==> src/rtl/stream_group_packetizer_macros.svh <==
// ----------------------------------------------------------------------------
// Assertion macros for the stream group packetizer
// Clocked concurrent assertions. Defining NO_ASSERTIONS compiles them away.
// ----------------------------------------------------------------------------
`ifndef STREAM_GROUP_PACKETIZER_MACROS_SVH
`define STREAM_GROUP_PACKETIZER_MACROS_SVH

`ifndef NO_ASSERTIONS

// Assertion that is checked only outside reset
`define SGP_ASSERT(label, clk, rst_n, prop) \
    label: assert property (@(posedge clk) disable iff (!rst_n) prop) \
        else $error("sgp assertion failed");

// Assertion that is checked at every edge, reset included
`define SGP_ASSERT_ALWAYS(label, clk, prop) \
    label: assert property (@(posedge clk) prop) \
        else $error("sgp assertion failed");

`else

`define SGP_ASSERT(label, clk, rst_n, prop)
`define SGP_ASSERT_ALWAYS(label, clk, prop)

`endif

`endif

==> src/rtl/sgp_pkg.sv <==
`timescale 1ns / 1ps
// ----------------------------------------------------------------------------
// sgp_pkg
// Types and constants shared by the stream group packetizer modules.
// ----------------------------------------------------------------------------
package sgp_pkg;

    // Field widths
    localparam int unsigned DATA_W = 32;
    localparam int unsigned CFG_W  = 7;
    localparam int unsigned CMD_W  = 2;
    localparam int unsigned OP_W   = 2;

    // Defaults for top-level parameters
    localparam int unsigned BUFFER_DEPTH_DEF = 64;
    localparam int unsigned QUEUE_DEPTH_DEF  = 4;

    // Group size after reset
    localparam logic [CFG_W-1:0] GROUP_SIZE_RST = CFG_W'(1);

    // Input command codes
    localparam logic [CMD_W-1:0] CMD_DATA  = CMD_W'(0);
    localparam logic [CMD_W-1:0] CMD_FLUSH = CMD_W'(1);
    localparam logic [CMD_W-1:0] CMD_CLEAR = CMD_W'(2);

    // Operations handed from front to back
    typedef enum logic [OP_W-1:0] {
        OP_STORE,
        OP_EMIT_STORE,
        OP_FLUSH
    } t_op;

    // Back-end sequencer states
    typedef enum logic [1:0] {
        BK_IDLE,
        BK_EMIT,
        BK_WRITE
    } t_back_state;

    // Input request payload
    typedef struct packed {
        logic [CMD_W-1:0]  command;
        logic [DATA_W-1:0] data_word;
    } t_sgp_in;

    // Output request payload
    typedef struct packed {
        logic [DATA_W-1:0] out_word;
        logic              last;
        logic              empty_res;
    } t_sgp_out;

endpackage

==> src/rtl/stream_group_packetizer.sv <==
`timescale 1ns / 1ps
// ----------------------------------------------------------------------------
// stream_group_packetizer
// Gathers data words into groups of a configured size and emits them lazily.
// ----------------------------------------------------------------------------
// Data and flush requests are taken one per cycle into a queue of QUEUE_DEPTH
// operations; a clear request is settled in the front end and never queued.
// Input stalls only while that queue is full. A data request that only stores
// its word is written to the group buffer as its operation is popped. Emitting
// a stored group of n words first pops and loads the operation, then reads
// the n words, one buffer read per cycle on the single read port of the group
// buffer, and then stores the word that triggered it when a data request
// caused the emission; an empty flush yields one empty result. A stalled
// result register holds the buffer reads back. Results pass through a read
// register and the output register after their buffer read is issued. There
// is no clearing pass after reset.
module stream_group_packetizer
    import sgp_pkg::*;
#(
    parameter int unsigned BUFFER_DEPTH = BUFFER_DEPTH_DEF,
    parameter int unsigned QUEUE_DEPTH  = QUEUE_DEPTH_DEF
) (
    input  logic             i_clk,
    input  logic             i_rst_n,
    input  logic             i_in_valid,
    output logic             o_in_stall,
    input  t_sgp_in          i_in,
    output logic             o_out_valid,
    input  logic             i_out_stall,
    output t_sgp_out         o_out,
    input  logic             i_cfg_we,
    input  logic [CFG_W-1:0] i_cfg_wdata
);

    localparam int unsigned CNT_W   = $clog2(BUFFER_DEPTH + 1);
    localparam int unsigned ENTRY_W = OP_W + CNT_W + DATA_W;

    logic               q_push;
    logic               q_pop;
    logic               q_full;
    logic               q_empty;
    logic [ENTRY_W-1:0] q_wdata;
    logic [ENTRY_W-1:0] q_rdata;

    sgp_front #(
        .BUFFER_DEPTH (BUFFER_DEPTH)
    ) u_front (
        .i_clk       (i_clk),
        .i_rst_n     (i_rst_n),
        .i_in_valid  (i_in_valid),
        .o_in_stall  (o_in_stall),
        .i_in        (i_in),
        .i_cfg_we    (i_cfg_we),
        .i_cfg_wdata (i_cfg_wdata),
        .i_q_full    (q_full),
        .o_q_push    (q_push),
        .o_q_data    (q_wdata)
    );

    sgp_queue #(
        .WIDTH (ENTRY_W),
        .DEPTH (QUEUE_DEPTH)
    ) u_queue (
        .i_clk   (i_clk),
        .i_rst_n (i_rst_n),
        .i_push  (q_push),
        .i_data  (q_wdata),
        .i_pop   (q_pop),
        .o_data  (q_rdata),
        .o_full  (q_full),
        .o_empty (q_empty)
    );

    sgp_back #(
        .BUFFER_DEPTH (BUFFER_DEPTH)
    ) u_back (
        .i_clk       (i_clk),
        .i_rst_n     (i_rst_n),
        .i_q_empty   (q_empty),
        .i_q_data    (q_rdata),
        .o_q_pop     (q_pop),
        .o_out_valid (o_out_valid),
        .i_out_stall (i_out_stall),
        .o_out       (o_out)
    );

endmodule

==> src/rtl/sgp_front.sv <==
`timescale 1ns / 1ps
`include "stream_group_packetizer_macros.svh"
// ----------------------------------------------------------------------------
// sgp_front
// Accepts input requests, tracks the buffer fill and turns each data or flush
// request into an operation for the back end.
// ----------------------------------------------------------------------------
module sgp_front
    import sgp_pkg::*;
#(
    parameter int unsigned BUFFER_DEPTH = BUFFER_DEPTH_DEF
) (
    input  logic                                              i_clk,
    input  logic                                              i_rst_n,
    input  logic                                              i_in_valid,
    output logic                                              o_in_stall,
    input  t_sgp_in                                           i_in,
    input  logic                                              i_cfg_we,
    input  logic [CFG_W-1:0]                                  i_cfg_wdata,
    input  logic                                              i_q_full,
    output logic                                              o_q_push,
    output logic [OP_W+$clog2(BUFFER_DEPTH+1)+DATA_W-1:0]     o_q_data
);

    localparam int unsigned CNT_W = $clog2(BUFFER_DEPTH + 1);
    localparam int unsigned CMP_W = (CNT_W > CFG_W) ? CNT_W : CFG_W;

    logic [CFG_W-1:0] r_group_size;
    logic [CNT_W-1:0] r_count;
    logic [CNT_W-1:0] n_count;
    logic [CMP_W-1:0] gs_ext;
    logic [CMP_W-1:0] eff_size;
    logic             full;
    logic             accept;
    t_op              op;

    // Group size register
    always_ff @(posedge i_clk) begin
        if (!i_rst_n) begin
            r_group_size <= GROUP_SIZE_RST;
        end else if (i_cfg_we) begin
            r_group_size <= i_cfg_wdata;
        end
    end

    // Effective group size: zero acts as one, saturate at the buffer depth
    always_comb begin
        gs_ext = CMP_W'(r_group_size);
        if (gs_ext == '0) begin
            eff_size = CMP_W'(1);
        end else if (gs_ext > CMP_W'(BUFFER_DEPTH)) begin
            eff_size = CMP_W'(BUFFER_DEPTH);
        end else begin
            eff_size = gs_ext;
        end
    end

    assign full       = CMP_W'(r_count) >= eff_size;
    assign o_in_stall = i_q_full;
    assign accept     = i_in_valid && !i_q_full;

    // Classify the request and update the fill count
    always_comb begin
        o_q_push = 1'b0;
        op       = OP_STORE;
        n_count  = r_count;
        if (accept) begin
            unique case (i_in.command)
                CMD_DATA: begin
                    o_q_push = 1'b1;
                    if (full) begin
                        op      = OP_EMIT_STORE;
                        n_count = CNT_W'(1);
                    end else begin
                        op      = OP_STORE;
                        n_count = r_count + CNT_W'(1);
                    end
                end
                CMD_FLUSH: begin
                    o_q_push = 1'b1;
                    op       = OP_FLUSH;
                    n_count  = '0;
                end
                CMD_CLEAR: begin
                    n_count = '0;
                end
                default: begin
                    // undefined command: dropped
                    n_count = r_count;
                end
            endcase
        end
    end

    // Entry: operation, fill count before this request, data word
    assign o_q_data = {op, r_count, i_in.data_word};

    always_ff @(posedge i_clk) begin
        if (!i_rst_n) begin
            r_count <= '0;
        end else begin
            r_count <= n_count;
        end
    end

    `SGP_ASSERT(a_count_bound, i_clk, i_rst_n, r_count <= CNT_W'(BUFFER_DEPTH))

endmodule

==> src/rtl/sgp_queue.sv <==
`timescale 1ns / 1ps
// ----------------------------------------------------------------------------
// sgp_queue
// Small FIFO of operations between the front and back ends.
// ----------------------------------------------------------------------------
module sgp_queue
    import sgp_pkg::*;
#(
    parameter int unsigned WIDTH = OP_W + DATA_W,
    parameter int unsigned DEPTH = QUEUE_DEPTH_DEF
) (
    input  logic             i_clk,
    input  logic             i_rst_n,
    input  logic             i_push,
    input  logic [WIDTH-1:0] i_data,
    input  logic             i_pop,
    output logic [WIDTH-1:0] o_data,
    output logic             o_full,
    output logic             o_empty
);

    localparam int unsigned PTR_W = $clog2(DEPTH);
    localparam int unsigned CNT_W = $clog2(DEPTH + 1);

    logic [WIDTH-1:0] r_mem [DEPTH];
    logic [PTR_W-1:0] r_wr_ptr;
    logic [PTR_W-1:0] r_rd_ptr;
    logic [CNT_W-1:0] r_count;

    assign o_full  = r_count == CNT_W'(DEPTH);
    assign o_empty = r_count == '0;
    assign o_data  = r_mem[r_rd_ptr];

    // Entry storage
    always_ff @(posedge i_clk) begin
        if (i_push) begin
            r_mem[r_wr_ptr] <= i_data;
        end
    end

    // Pointers and fill level
    always_ff @(posedge i_clk) begin
        if (!i_rst_n) begin
            r_wr_ptr <= '0;
            r_rd_ptr <= '0;
            r_count  <= '0;
        end else begin
            if (i_push) begin
                r_wr_ptr <= (r_wr_ptr == PTR_W'(DEPTH - 1)) ? '0 : r_wr_ptr + PTR_W'(1);
            end
            if (i_pop) begin
                r_rd_ptr <= (r_rd_ptr == PTR_W'(DEPTH - 1)) ? '0 : r_rd_ptr + PTR_W'(1);
            end
            if (i_push && !i_pop) begin
                r_count <= r_count + CNT_W'(1);
            end else if (i_pop && !i_push) begin
                r_count <= r_count - CNT_W'(1);
            end
        end
    end

endmodule

==> src/rtl/sgp_back.sv <==
`timescale 1ns / 1ps
`include "stream_group_packetizer_macros.svh"
// ----------------------------------------------------------------------------
// sgp_back
// Holds the group buffer, carries out queued operations and drives the
// output register.
// ----------------------------------------------------------------------------
module sgp_back
    import sgp_pkg::*;
#(
    parameter int unsigned BUFFER_DEPTH = BUFFER_DEPTH_DEF
) (
    input  logic                                              i_clk,
    input  logic                                              i_rst_n,
    input  logic                                              i_q_empty,
    input  logic [OP_W+$clog2(BUFFER_DEPTH+1)+DATA_W-1:0]     i_q_data,
    output logic                                              o_q_pop,
    output logic                                              o_out_valid,
    input  logic                                              i_out_stall,
    output t_sgp_out                                          o_out
);

    localparam int unsigned CNT_W   = $clog2(BUFFER_DEPTH + 1);
    localparam int unsigned ADDR_W  = $clog2(BUFFER_DEPTH);
    localparam int unsigned ENTRY_W = OP_W + CNT_W + DATA_W;

    // Queue entry fields
    t_op               q_op;
    logic [CNT_W-1:0]  q_cnt;
    logic [DATA_W-1:0] q_word;

    assign q_op   = t_op'(i_q_data[ENTRY_W-1 -: OP_W]);
    assign q_cnt  = i_q_data[DATA_W +: CNT_W];
    assign q_word = i_q_data[DATA_W-1:0];

    t_back_state       r_state;
    t_back_state       n_state;
    logic [ADDR_W-1:0] r_k;
    logic [CNT_W-1:0]  r_n;
    logic              r_store;
    logic [DATA_W-1:0] r_word;

    logic [DATA_W-1:0] r_mem [BUFFER_DEPTH];
    logic [DATA_W-1:0] r_rd_data;
    logic              r_rd_valid;
    logic              r_rd_last;
    logic              r_rd_empty;
    logic              r_out_valid;
    t_sgp_out          r_out;

    logic              out_ready;
    logic              rd_adv;
    logic              rd_en;
    logic [ADDR_W-1:0] rd_addr;
    logic              rd_last;
    logic              wr_en;
    logic [ADDR_W-1:0] wr_addr;
    logic [DATA_W-1:0] wr_data;
    logic              inject_empty;
    logic              load;
    logic              emit_last;

    assign out_ready = !r_out_valid || !i_out_stall;
    assign rd_adv    = !r_rd_valid || out_ready;
    assign emit_last = (CNT_W'(r_k) + CNT_W'(1)) == r_n;

    // Next state
    always_comb begin
        n_state = r_state;
        unique case (r_state)
            BK_IDLE: begin
                if (!i_q_empty) begin
                    unique case (q_op)
                        OP_EMIT_STORE: n_state = BK_EMIT;
                        OP_FLUSH:      n_state = (q_cnt != '0) ? BK_EMIT : BK_IDLE;
                        default:       n_state = BK_IDLE;
                    endcase
                end
            end
            BK_EMIT: begin
                if (rd_adv && emit_last) begin
                    n_state = r_store ? BK_WRITE : BK_IDLE;
                end
            end
            BK_WRITE: n_state = BK_IDLE;
            default:  n_state = BK_IDLE;
        endcase
    end

    // Sequencer outputs
    always_comb begin
        o_q_pop      = 1'b0;
        load         = 1'b0;
        rd_en        = 1'b0;
        rd_addr      = r_k;
        rd_last      = emit_last;
        wr_en        = 1'b0;
        wr_addr      = '0;
        wr_data      = r_word;
        inject_empty = 1'b0;
        unique case (r_state)
            BK_IDLE: begin
                if (!i_q_empty) begin
                    unique case (q_op)
                        OP_STORE: begin
                            o_q_pop = 1'b1;
                            wr_en   = 1'b1;
                            wr_addr = q_cnt[ADDR_W-1:0];
                            wr_data = q_word;
                        end
                        OP_EMIT_STORE: begin
                            o_q_pop = 1'b1;
                            load    = 1'b1;
                        end
                        OP_FLUSH: begin
                            if (q_cnt != '0) begin
                                o_q_pop = 1'b1;
                                load    = 1'b1;
                            end else if (rd_adv) begin
                                // flush of an empty buffer: one empty result
                                o_q_pop      = 1'b1;
                                inject_empty = 1'b1;
                            end
                        end
                        default: o_q_pop = 1'b0;
                    endcase
                end
            end
            BK_EMIT: begin
                rd_en = rd_adv;
            end
            BK_WRITE: begin
                // new word goes to the head of the emptied buffer
                wr_en = 1'b1;
            end
            default: o_q_pop = 1'b0;
        endcase
    end

    // Sequencer registers
    always_ff @(posedge i_clk) begin
        if (!i_rst_n) begin
            r_state <= BK_IDLE;
        end else begin
            r_state <= n_state;
        end
    end

    always_ff @(posedge i_clk) begin
        if (load) begin
            r_k     <= '0;
            r_n     <= q_cnt;
            r_store <= q_op == OP_EMIT_STORE;
            r_word  <= q_word;
        end else if (rd_en) begin
            r_k <= r_k + ADDR_W'(1);
        end
    end

    // Group buffer, one write and one registered read port
    always_ff @(posedge i_clk) begin
        if (wr_en) begin
            r_mem[wr_addr] <= wr_data;
        end
        if (rd_en) begin
            r_rd_data <= r_mem[rd_addr];
        end
    end

    // Read stage flags
    always_ff @(posedge i_clk) begin
        if (!i_rst_n) begin
            r_rd_valid <= 1'b0;
        end else if (rd_adv) begin
            r_rd_valid <= rd_en || inject_empty;
        end
    end

    always_ff @(posedge i_clk) begin
        if (rd_adv) begin
            r_rd_last  <= rd_en ? rd_last : 1'b1;
            r_rd_empty <= inject_empty;
        end
    end

    // Output register
    always_ff @(posedge i_clk) begin
        if (!i_rst_n) begin
            r_out_valid <= 1'b0;
        end else if (out_ready) begin
            r_out_valid <= r_rd_valid;
        end
    end

    always_ff @(posedge i_clk) begin
        if (out_ready) begin
            r_out.out_word  <= r_rd_empty ? '0 : r_rd_data;
            r_out.last      <= r_rd_last;
            r_out.empty_res <= r_rd_empty;
        end
    end

    assign o_out_valid = r_out_valid;
    assign o_out       = r_out;

    `SGP_ASSERT(a_no_rw_overlap, i_clk, i_rst_n, !(wr_en && rd_en))
    `SGP_ASSERT(a_pop_nonempty, i_clk, i_rst_n, o_q_pop |-> !i_q_empty)
    `SGP_ASSERT(a_emit_in_range, i_clk, i_rst_n, (r_state == BK_EMIT) |-> (CNT_W'(r_k) < r_n))
    `SGP_ASSERT(a_empty_is_last, i_clk, i_rst_n, (r_rd_valid && r_rd_empty) |-> r_rd_last)

endmodule
==> config.mk <==
export PLATFORM = sky130hd
export DESIGN_NAME = stream_group_packetizer
export DESIGN_NICKNAME = d
export VERILOG_FILES = /design/src/rtl/sgp_pkg.sv /design/src/rtl/stream_group_packetizer.sv /design/src/rtl/sgp_front.sv /design/src/rtl/sgp_queue.sv /design/src/rtl/sgp_back.sv
export VERILOG_INCLUDE_DIRS = /design/src /design/src/rtl
export SDC_FILE = /design/constraint.sdc
export NUM_CORES = 2
export LEC_CHECK = 0
export ABC_AREA = 1
export BUFFER_PORTS_ARGS = -buffer_cell sky130_fd_sc_hd__buf_2
export CELL_PAD_IN_SITES_DETAIL_PLACEMENT = 1
export CELL_PAD_IN_SITES_GLOBAL_PLACEMENT = 2
export CORE_UTILIZATION = 40
export DETAILED_ROUTE_END_ITERATION = 10
export GPL_ROUTABILITY_DRIVEN = 0
export PLACE_DENSITY_LB_ADDON = 0.1
export SYNTH_ARGS = -nofsm -noshare
export SYNTH_HDL_FRONTEND = slang
export SYNTH_SLANG_ARGS = --single-unit
==> constraint.sdc <==
create_clock -name i_clk -period 5.4 [get_ports i_clk]
set_input_delay 0.81 -clock i_clk [delete_from_list [all_inputs] [get_ports i_clk]]
set_output_delay 0.81 -clock i_clk [all_outputs]
set_load 0.05 [all_outputs]
# After elaboration in Yosys (flattened, before gate mapping)

Memory sizes are Yosys's and may differ from the RTL's. A register that Yosys moved wholly into a read port is not among the register bits.
Cells that the tools add are included.

Logic and storage cells: 114
Memories kept: 2
Bits in latches: 0
Memory bits (writable): 2,212
Flip-flop bits (word level): 107
Output and inout port bits: 36
Memory bits (read-only): 0

Bitwise logic cells: 0
$lt $le $gt $ge: 2
Mux-type cells: 48
Multiply operators: 0
Reduce and logical (&&, ||, !) cells: 26
Divide/modulo/power cells: 0
Shifts and indexed selects: 0
Add/subtract/negate cells: 7
Equal/unequal tests: 12

Memory list:

| memory        | words | width | rd ports | clocked after Yosys merged registers in | wr ports | RTL line        | RTL |
|---|---|---|---|---|---|---|---|
| u_back.r_mem  | 64    | 32    | 1        | 1                                       | 1        | sgp_back.sv:43  | `logic [DATA_W-1:0] r_mem [BUFFER_DEPTH];` |
| u_queue.r_mem | 4     | 41    | 1        | 1                                       | 1        | sgp_queue.sv:25 | `logic [WIDTH-1:0] r_mem [DEPTH];` |

Operators by type and width:

| kind                  | number |
|---|---|
| $mux W32              | 3 |
| $mux W1               | 22 |
| $mux W7               | 3 |
| $mux W6               | 3 |
| $mux W2               | 8 |
| $pmux W7 S2           | 1 |
| $pmux W2 S2           | 3 |
| $eq A2 B2 Y1 const B  | 5 |
| $add A6 B1 Y7 const B | 1 |
| $add A7 B1 Y7 const B | 1 |
| $eq A7 B7 Y1          | 1 |
| $ge A7 B7 Y1          | 1 |
| $gt A7 B7 Y1 const B  | 1 |
| $logic_not A7 Y1      | 1 |
| $reduce_bool A7 Y1    | 1 |
| $add A6 B1 Y6 const B | 1 |
| $eq A2 B1 Y1 const B  | 3 |
| $logic_not A1 Y1      | 6 |
| $logic_not A2 Y1      | 3 |
| $mux W3               | 2 |
| $pmux W1 S2           | 3 |
| $reduce_or A2 Y1      | 3 |
| $add A2 B1 Y2 const B | 2 |
| $logic_and A1 B1 Y1   | 4 |
| 9 further kinds       | 13 |

# Logic depth before layout (Yosys ltp)

Depth after elaboration: 11
Gate-level depth with buffers: 19

# Modules after synthesis

Synthesis repeated with hierarchy kept, for this count alone.

Cells, all modules: 7,785
Area, all modules: 94,229.1 um^2

Modules (own cells, without submodules):

| module    | area an instance (um^2) | cells an instance | instances |
|---|---|---|---|
| sgp_back  | 86,465.4                | 7,156             | 1 |
| sgp_queue | 6,526.3                 | 455               | 1 |
| sgp_front | 1,237.4                 | 174               | 1 |

# Worst setup path before layout

OpenSTA, ideal clock, no wires.

Path type: register -> register
Start point: reg (tool-made name)
End point: mem u_back.r_mem[0][0], enable pin
Cell stages (with the launch flop): 15
Arrival time: 3,773 ps
Period minus slack after synthesis: 4,194 ps
Buffers on the path: 4
Required time: 4,979 ps
Path slack: 1,206 ps
Path through: dfxtp_1 > buf_2 > buf_6 > buf_2 > buf_2 > nand2_1 > a32oi_1 > inv_1 > ha_1 > nand3_1 > clkinv_1 > nand2_1 > nand2_1 > or2_1 > nor2_1

RTL lines:

| what      | RTL line |
|---|---|
| to (decl) | sgp_back.sv:43 |

==> report_table.html <==
<table>
<tr><th>Metric</th><th>Value</th></tr>
<tr><th colspan="2">Synthesis</th></tr>
<tr><td>Register bit total from synthesis</td><td>2,353</td></tr>
<tr><td>Post-synthesis compound-gate area fraction</td><td>9.542%</td></tr>
<tr><td>Post-synthesis sequential area ratio</td><td>75.69%</td></tr>
<tr><td>Post-synthesis net count</td><td>7,364</td></tr>
<tr><td>Adder-cell area share of the yosys netlist</td><td>0.3178%</td></tr>
<tr><td>Fraction of synthesis flops using an asynchronous set or reset pin</td><td>0%</td></tr>
<tr><td>Largest family of logic cells by synthesized area</td><td>simple AND/OR/NAND/NOR gates</td></tr>
<tr><td>Dominant cells by area after synthesis</td><td>sky130_fd_sc_hd__edfxtp_1, sky130_fd_sc_hd__o21ai_0, sky130_fd_sc_hd__nor2_1</td></tr>
<tr><td>Synth cell count leaders</td><td>sky130_fd_sc_hd__edfxtp_1, sky130_fd_sc_hd__nor2_1, sky130_fd_sc_hd__nand2_1, sky130_fd_sc_hd__o21ai_0, sky130_fd_sc_hd__o22ai_1</td></tr>
<tr><td>Predominant post-synthesis flop cell</td><td>sky130_fd_sc_hd__edfxtp_1</td></tr>
<tr><td>Area share of the leading cell type in the synthesized netlist</td><td>74.98%</td></tr>
<tr><td>Synthesized instance count</td><td>7,295</td></tr>
<tr><td>Post-Synth Simple-Gate Area</td><td>11.34%</td></tr>
<tr><td>Synth warn</td><td>0</td></tr>
<tr><td>Synth cell types</td><td>36</td></tr>
<tr><td>Avg Synthesized Cell Area</td><td>12.74 um2</td></tr>
<tr><td>EDFF count, synth</td><td>2,320</td></tr>
<tr><td>Fraction of synthesized area in multiplexers</td><td>0%</td></tr>
<tr><td>Xor/xnor share of the synthesized area</td><td>0.1091%</td></tr>
<tr><td>Post-synth top area cell</td><td>sky130_fd_sc_hd__edfxtp_1</td></tr>
<tr><td>Total standard cell area after synthesis</td><td>92,910 um2</td></tr>
<tr><td>Most used standard cell by instance count after synthesis</td><td>sky130_fd_sc_hd__edfxtp_1</td></tr>
<tr><th colspan="2">Final layout</th></tr>
<tr><td>Final Instance Area</td><td>105,700 um2</td></tr>
<tr><td>Proportion of layout cells with a drive suffix above 1</td><td>9.791%</td></tr>
<tr><td>Area Growth Syn to Fin</td><td>13.82%</td></tr>
<tr><td>Final-stage net count</td><td>7,466</td></tr>
<tr><th colspan="2">Routing</th></tr>
<tr><td>Via Count</td><td>60,350</td></tr>
<tr><td>Total met2 wirelength after detailed routing</td><td>144,600 um</td></tr>
<tr><td>Number of nets still failing antenna checks after routing</td><td>0</td></tr>
<tr><td>Wire length reported by the detailed router</td><td>306,300 um</td></tr>
<tr><td>Met3 routed WL</td><td>15,240 um</td></tr>
<tr><td>Highest signal layer in the routed design</td><td>met5</td></tr>
<tr><td>Router iterations before antenna repair</td><td>5</td></tr>
<tr><td>Drt via density</td><td>5.694</td></tr>
<tr><td>Remaining routing DRC violations</td><td>0</td></tr>
<tr><td>Post-DR wirelength/cell</td><td>28.90 um</td></tr>
<tr><td>First-iteration detailed-routing DRC count</td><td>5,452</td></tr>
<tr><td>Post-Route M1 WL</td><td>139,000 um</td></tr>
<tr><th colspan="2">Clock tree</th></tr>
<tr><td>Clock sinks</td><td>2,353</td></tr>
<tr><td>TritonCTS Buffers</td><td>278</td></tr>
<tr><td>Post-CTS Hold Buffers</td><td>0</td></tr>
<tr><td>Max H-tree Level</td><td>5</td></tr>
<tr><td>Number of instances resized during post-cts repair</td><td>0</td></tr>
<tr><td>Clk root buf</td><td>sky130_fd_sc_hd__clkbuf_16</td></tr>
<tr><td>TritonCTS clock tree</td><td>done</td></tr>
<tr><td>Maximum clock insertion buffer count</td><td>4</td></tr>
<tr><td>Number of buffers inserted by post-CTS setup repair</td><td>0</td></tr>
<tr><td>Worst-path clk slew</td><td>0.06 ns</td></tr>
<tr><td>Later-pin clock latency in the skew report</td><td>0.91 ns</td></tr>
<tr><th colspan="2">Global routing</th></tr>
<tr><td>Wire length of the first global-routing pass</td><td>441,300 um</td></tr>
<tr><td>Overflow left after global routing</td><td>0</td></tr>
<tr><td>Pin count of the biggest net entering global routing</td><td>165</td></tr>
<tr><td>Vias in the first global route</td><td>61,360</td></tr>
<tr><td>Initial antenna violation count</td><td>20</td></tr>
<tr><td>GR Util All Layers</td><td>25.90%</td></tr>
<tr><th colspan="2">Critical path</th></tr>
<tr><td>Worst-path fanout max</td><td>74</td></tr>
<tr><td>Setup Crit Path Kind</td><td>register to register</td></tr>
<tr><td>Terminus of the critical flop-to-flop path</td><td>u_back.r_mem[47][19]$_DFFE_PP_</td></tr>
<tr><td>Required @ worst endpoint</td><td>5.97 ns</td></tr>
<tr><td>Arr. time, crit path</td><td>5.00 ns</td></tr>
<tr><td>Cell depth of the worst flop-to-flop path</td><td>10</td></tr>
<tr><td>Critical Path Source Type</td><td>register</td></tr>
<tr><td>Worst reg-to-reg setup slack</td><td>0.97 ns</td></tr>
<tr><td>Worst setup endpoint</td><td>u_back.r_mem[47][19]$_DFFE_PP_</td></tr>
<tr><td>Endpoint type of the worst setup path</td><td>register</td></tr>
<tr><th colspan="2">STA</th></tr>
<tr><td>Slew @ Worst Pin</td><td>1.283 ns</td></tr>
<tr><td>Worst clock skew</td><td>0.04735 ns</td></tr>
<tr><td>Final-layout worst hold slack</td><td>0.1153 ns</td></tr>
<tr><td>Post-Route Setup TNS</td><td>0 ns</td></tr>
<tr><td>Finish-stage setup viols</td><td>0</td></tr>
<tr><td>Hold Violations, Final</td><td>0</td></tr>
<tr><td>Unrepaired setup endpoints after global routing</td><td>false</td></tr>
<tr><td>Smallest setup slack after layout</td><td>0.9709 ns</td></tr>
<tr><td>Max-slew violation total from the final report</td><td>0</td></tr>
<tr><td>Final worst path period share</td><td>82.02%</td></tr>
<tr><td>Highest achievable clock rate</td><td>225.8 MHz</td></tr>
<tr><td>Fin crit period</td><td>4.429 ns</td></tr>
<tr><td>Slew HR</td><td>14.49%</td></tr>
<tr><th colspan="2">Place</th></tr>
<tr><td>Number of I/O port buffers</td><td>81</td></tr>
<tr><td>Post-detail-place hpwl</td><td>173,400 um</td></tr>
<tr><td>Worst setup slack after placement</td><td>0.9336 ns</td></tr>
<tr><td>Dpl cell area</td><td>97,750 um2</td></tr>
<tr><th colspan="2">Floorplan</th></tr>
<tr><td>Top-level port count</td><td>82</td></tr>
<tr><td>Total number of placement rows</td><td>176</td></tr>
<tr><td>Core area</td><td>230,300 um2</td></tr>
<tr><td>Vertical die dimension</td><td>484.0 um</td></tr>
<tr><td>Die Area</td><td>234,200 um2</td></tr>
<tr><td>Horizontal die dimension</td><td>484.0 um</td></tr>
<tr><td>Initial standard-cell utilization of the core</td><td>40.34%</td></tr>
<tr><th colspan="2">Run</th></tr>
<tr><td>Max cap viols</td><td>0</td></tr>
<tr><th colspan="2">Pwr</th></tr>
<tr><td>Leak Pwr</td><td>35.37 nW</td></tr>
<tr><td>Power density of the placed cells</td><td>606.4 nW/um2</td></tr>
<tr><td>VDD IR max</td><td>0.0003742 V</td></tr>
<tr><td>Tot Pwr</td><td>64.13 mW</td></tr>
<tr><th colspan="2">Run status</th></tr>
<tr><td>Status</td><td>complete, no violations</td></tr>
<tr><th colspan="2">Worst hold path</th></tr>
<tr><td>Worst min-delay path class</td><td>input pin to register</td></tr>
</table>
metal layers:
| layer | track usage (%) | vias to the layer above |
|---|---|---|
| met5 | 0 | - |
| met4 | 6.643 | 4 |
| met3 | 3.092 | 405 |
| met2 | 41.74 | 1540 |
| met1 | 37.18 | 31660 |
| li1 | - | 26740 |
worst min path at each step:
stage | slack [ns] | start | cells past startpoint | to
after floorplan | 0.40 | u_back.r_rd_last$_SDFFCE_PN1P_ | 0 | u_back.o_out[1]$_DFFE_PP_
after global placement | 0.41 | u_back.r_rd_last$_SDFFCE_PN1P_ | 0 | u_back.o_out[1]$_DFFE_PP_
after detailed placement | 0.42 | u_back.r_rd_last$_SDFFCE_PN1P_ | 0 | u_back.o_out[1]$_DFFE_PP_
after CTS | 0.05 | i_in[29] | 1 | u_queue.r_mem[0][29]$_DFFE_PP_
after global routing | 0.08 | i_in[14] | 1 | u_queue.r_mem[3][14]$_DFFE_PP_
final | 0.12 | i_in[5] | 1 | u_queue.r_mem[1][5]$_DFFE_PP_
cell usage in the layout, fill, tap and decap left out, types with 3 or more instances in the layout:
master                      synthesis  final
sky130_fd_sc_hd__a21oi_1           70     70
sky130_fd_sc_hd__buf_12             0     44
sky130_fd_sc_hd__buf_2            167     81
sky130_fd_sc_hd__buf_4             21    181
sky130_fd_sc_hd__bufinv_16          0      7
sky130_fd_sc_hd__clkbuf_1         260     84
sky130_fd_sc_hd__clkbuf_16          0    285
sky130_fd_sc_hd__clkinv_1           2     55
sky130_fd_sc_hd__clkinv_2           0     16
sky130_fd_sc_hd__dfxtp_1           33     26
sky130_fd_sc_hd__dfxtp_4            0      5
sky130_fd_sc_hd__diode_2            0      5
sky130_fd_sc_hd__edfxtp_1        2320   2320
sky130_fd_sc_hd__ha_1              22     22
sky130_fd_sc_hd__inv_1            130    126
sky130_fd_sc_hd__inv_2              3      4
sky130_fd_sc_hd__inv_6              0      6
sky130_fd_sc_hd__nand2_1         1021    988
sky130_fd_sc_hd__nand2_2            0     33
sky130_fd_sc_hd__nand3_1          451    450
sky130_fd_sc_hd__nand4_1            4      4
sky130_fd_sc_hd__nor2_1          1159   1091
sky130_fd_sc_hd__nor2_4             0     68
sky130_fd_sc_hd__nor3_1             4      4
sky130_fd_sc_hd__o21ai_0         1021   1021
sky130_fd_sc_hd__o21ai_1           42     42
sky130_fd_sc_hd__o22ai_1          501    501
sky130_fd_sc_hd__xnor2_1            3      3
sky130_fd_sc_hd__xor2_1             6      6
cell families after synthesis:
logic type / Yosys count
XOR/XNOR: 10
flip-flops: 2353
AND/OR/NAND/NOR: 2646
adder cells (fa/ha/maj): 23
buffers and inverters: 621
AO/OA/AOI/OAI: 1642
power breakdown:
| part | switching, mW | leakage (nW) | internal [mW] |
|---|---|---|---|
| combinational | 17.1 | 10.2 | 4.61 |
| sequential | 0.470 | 21.3 | 24.9 |
| clock | 7.13 | 3.87 | 9.93 |
| total | 24.7 | 35.4 | 39.4 |
per-stage QoR:
| stage | utilization, % | instances |
|---|---|---|
| after floorplan | - | 7295 |
| after global placement | 42.44 | 10140 |
| after detailed placement | 42.44 | 10140 |
| after CTS | 45.90 | 10590 |
| after global routing | 45.91 | 10600 |
| final | 45.91 | 10600 |
registers in the layout (all words and copies together), names as in the netlist, named ones only:
register,count
u_back.r_mem,2048
u_queue.r_mem,164
u_back.o_out,34
u_back.r_rd_data,32
u_back.r_word,32
u_back.r_n,7
u_front.gs_ext,7
u_front.r_count,7
u_back.r_k,6
u_queue.r_count,3
u_back.r_state,2
u_queue.r_rd_ptr,2
u_queue.r_wr_ptr,2
u_back.o_out_valid,1
u_back.r_rd_empty,1
u_back.r_rd_last,1
u_back.r_rd_valid,1
u_back.r_store,1
layout make-up:
class                      instances  area [um2]
antenna                            5       12.51
inverter                         137       570.5
multi-input combinational       4321       20400
clock inverter                    82       543.0
sequential                      2353       70350
fill                           23490      124600
tap                             3026        3786
timing repair buffer             306        2645
clock buffer                     369        7447
worst max-delay path, cell delays in order (launching register included):
cell and delay (ns):
sky130_fd_sc_hd__dfxtp_2 0.37, sky130_fd_sc_hd__inv_2 0.15, sky130_fd_sc_hd__buf_4 0.62, sky130_fd_sc_hd__nor2_1 0.09
sky130_fd_sc_hd__o21ai_1 0.55, sky130_fd_sc_hd__nand2_1 0.29, sky130_fd_sc_hd__inv_1 0.18, sky130_fd_sc_hd__nand2_1 0.60
sky130_fd_sc_hd__buf_4 0.41, sky130_fd_sc_hd__nor2_4 0.50, sky130_fd_sc_hd__buf_12 0.29
Note: power is estimated with default switching activity, not from simulation.
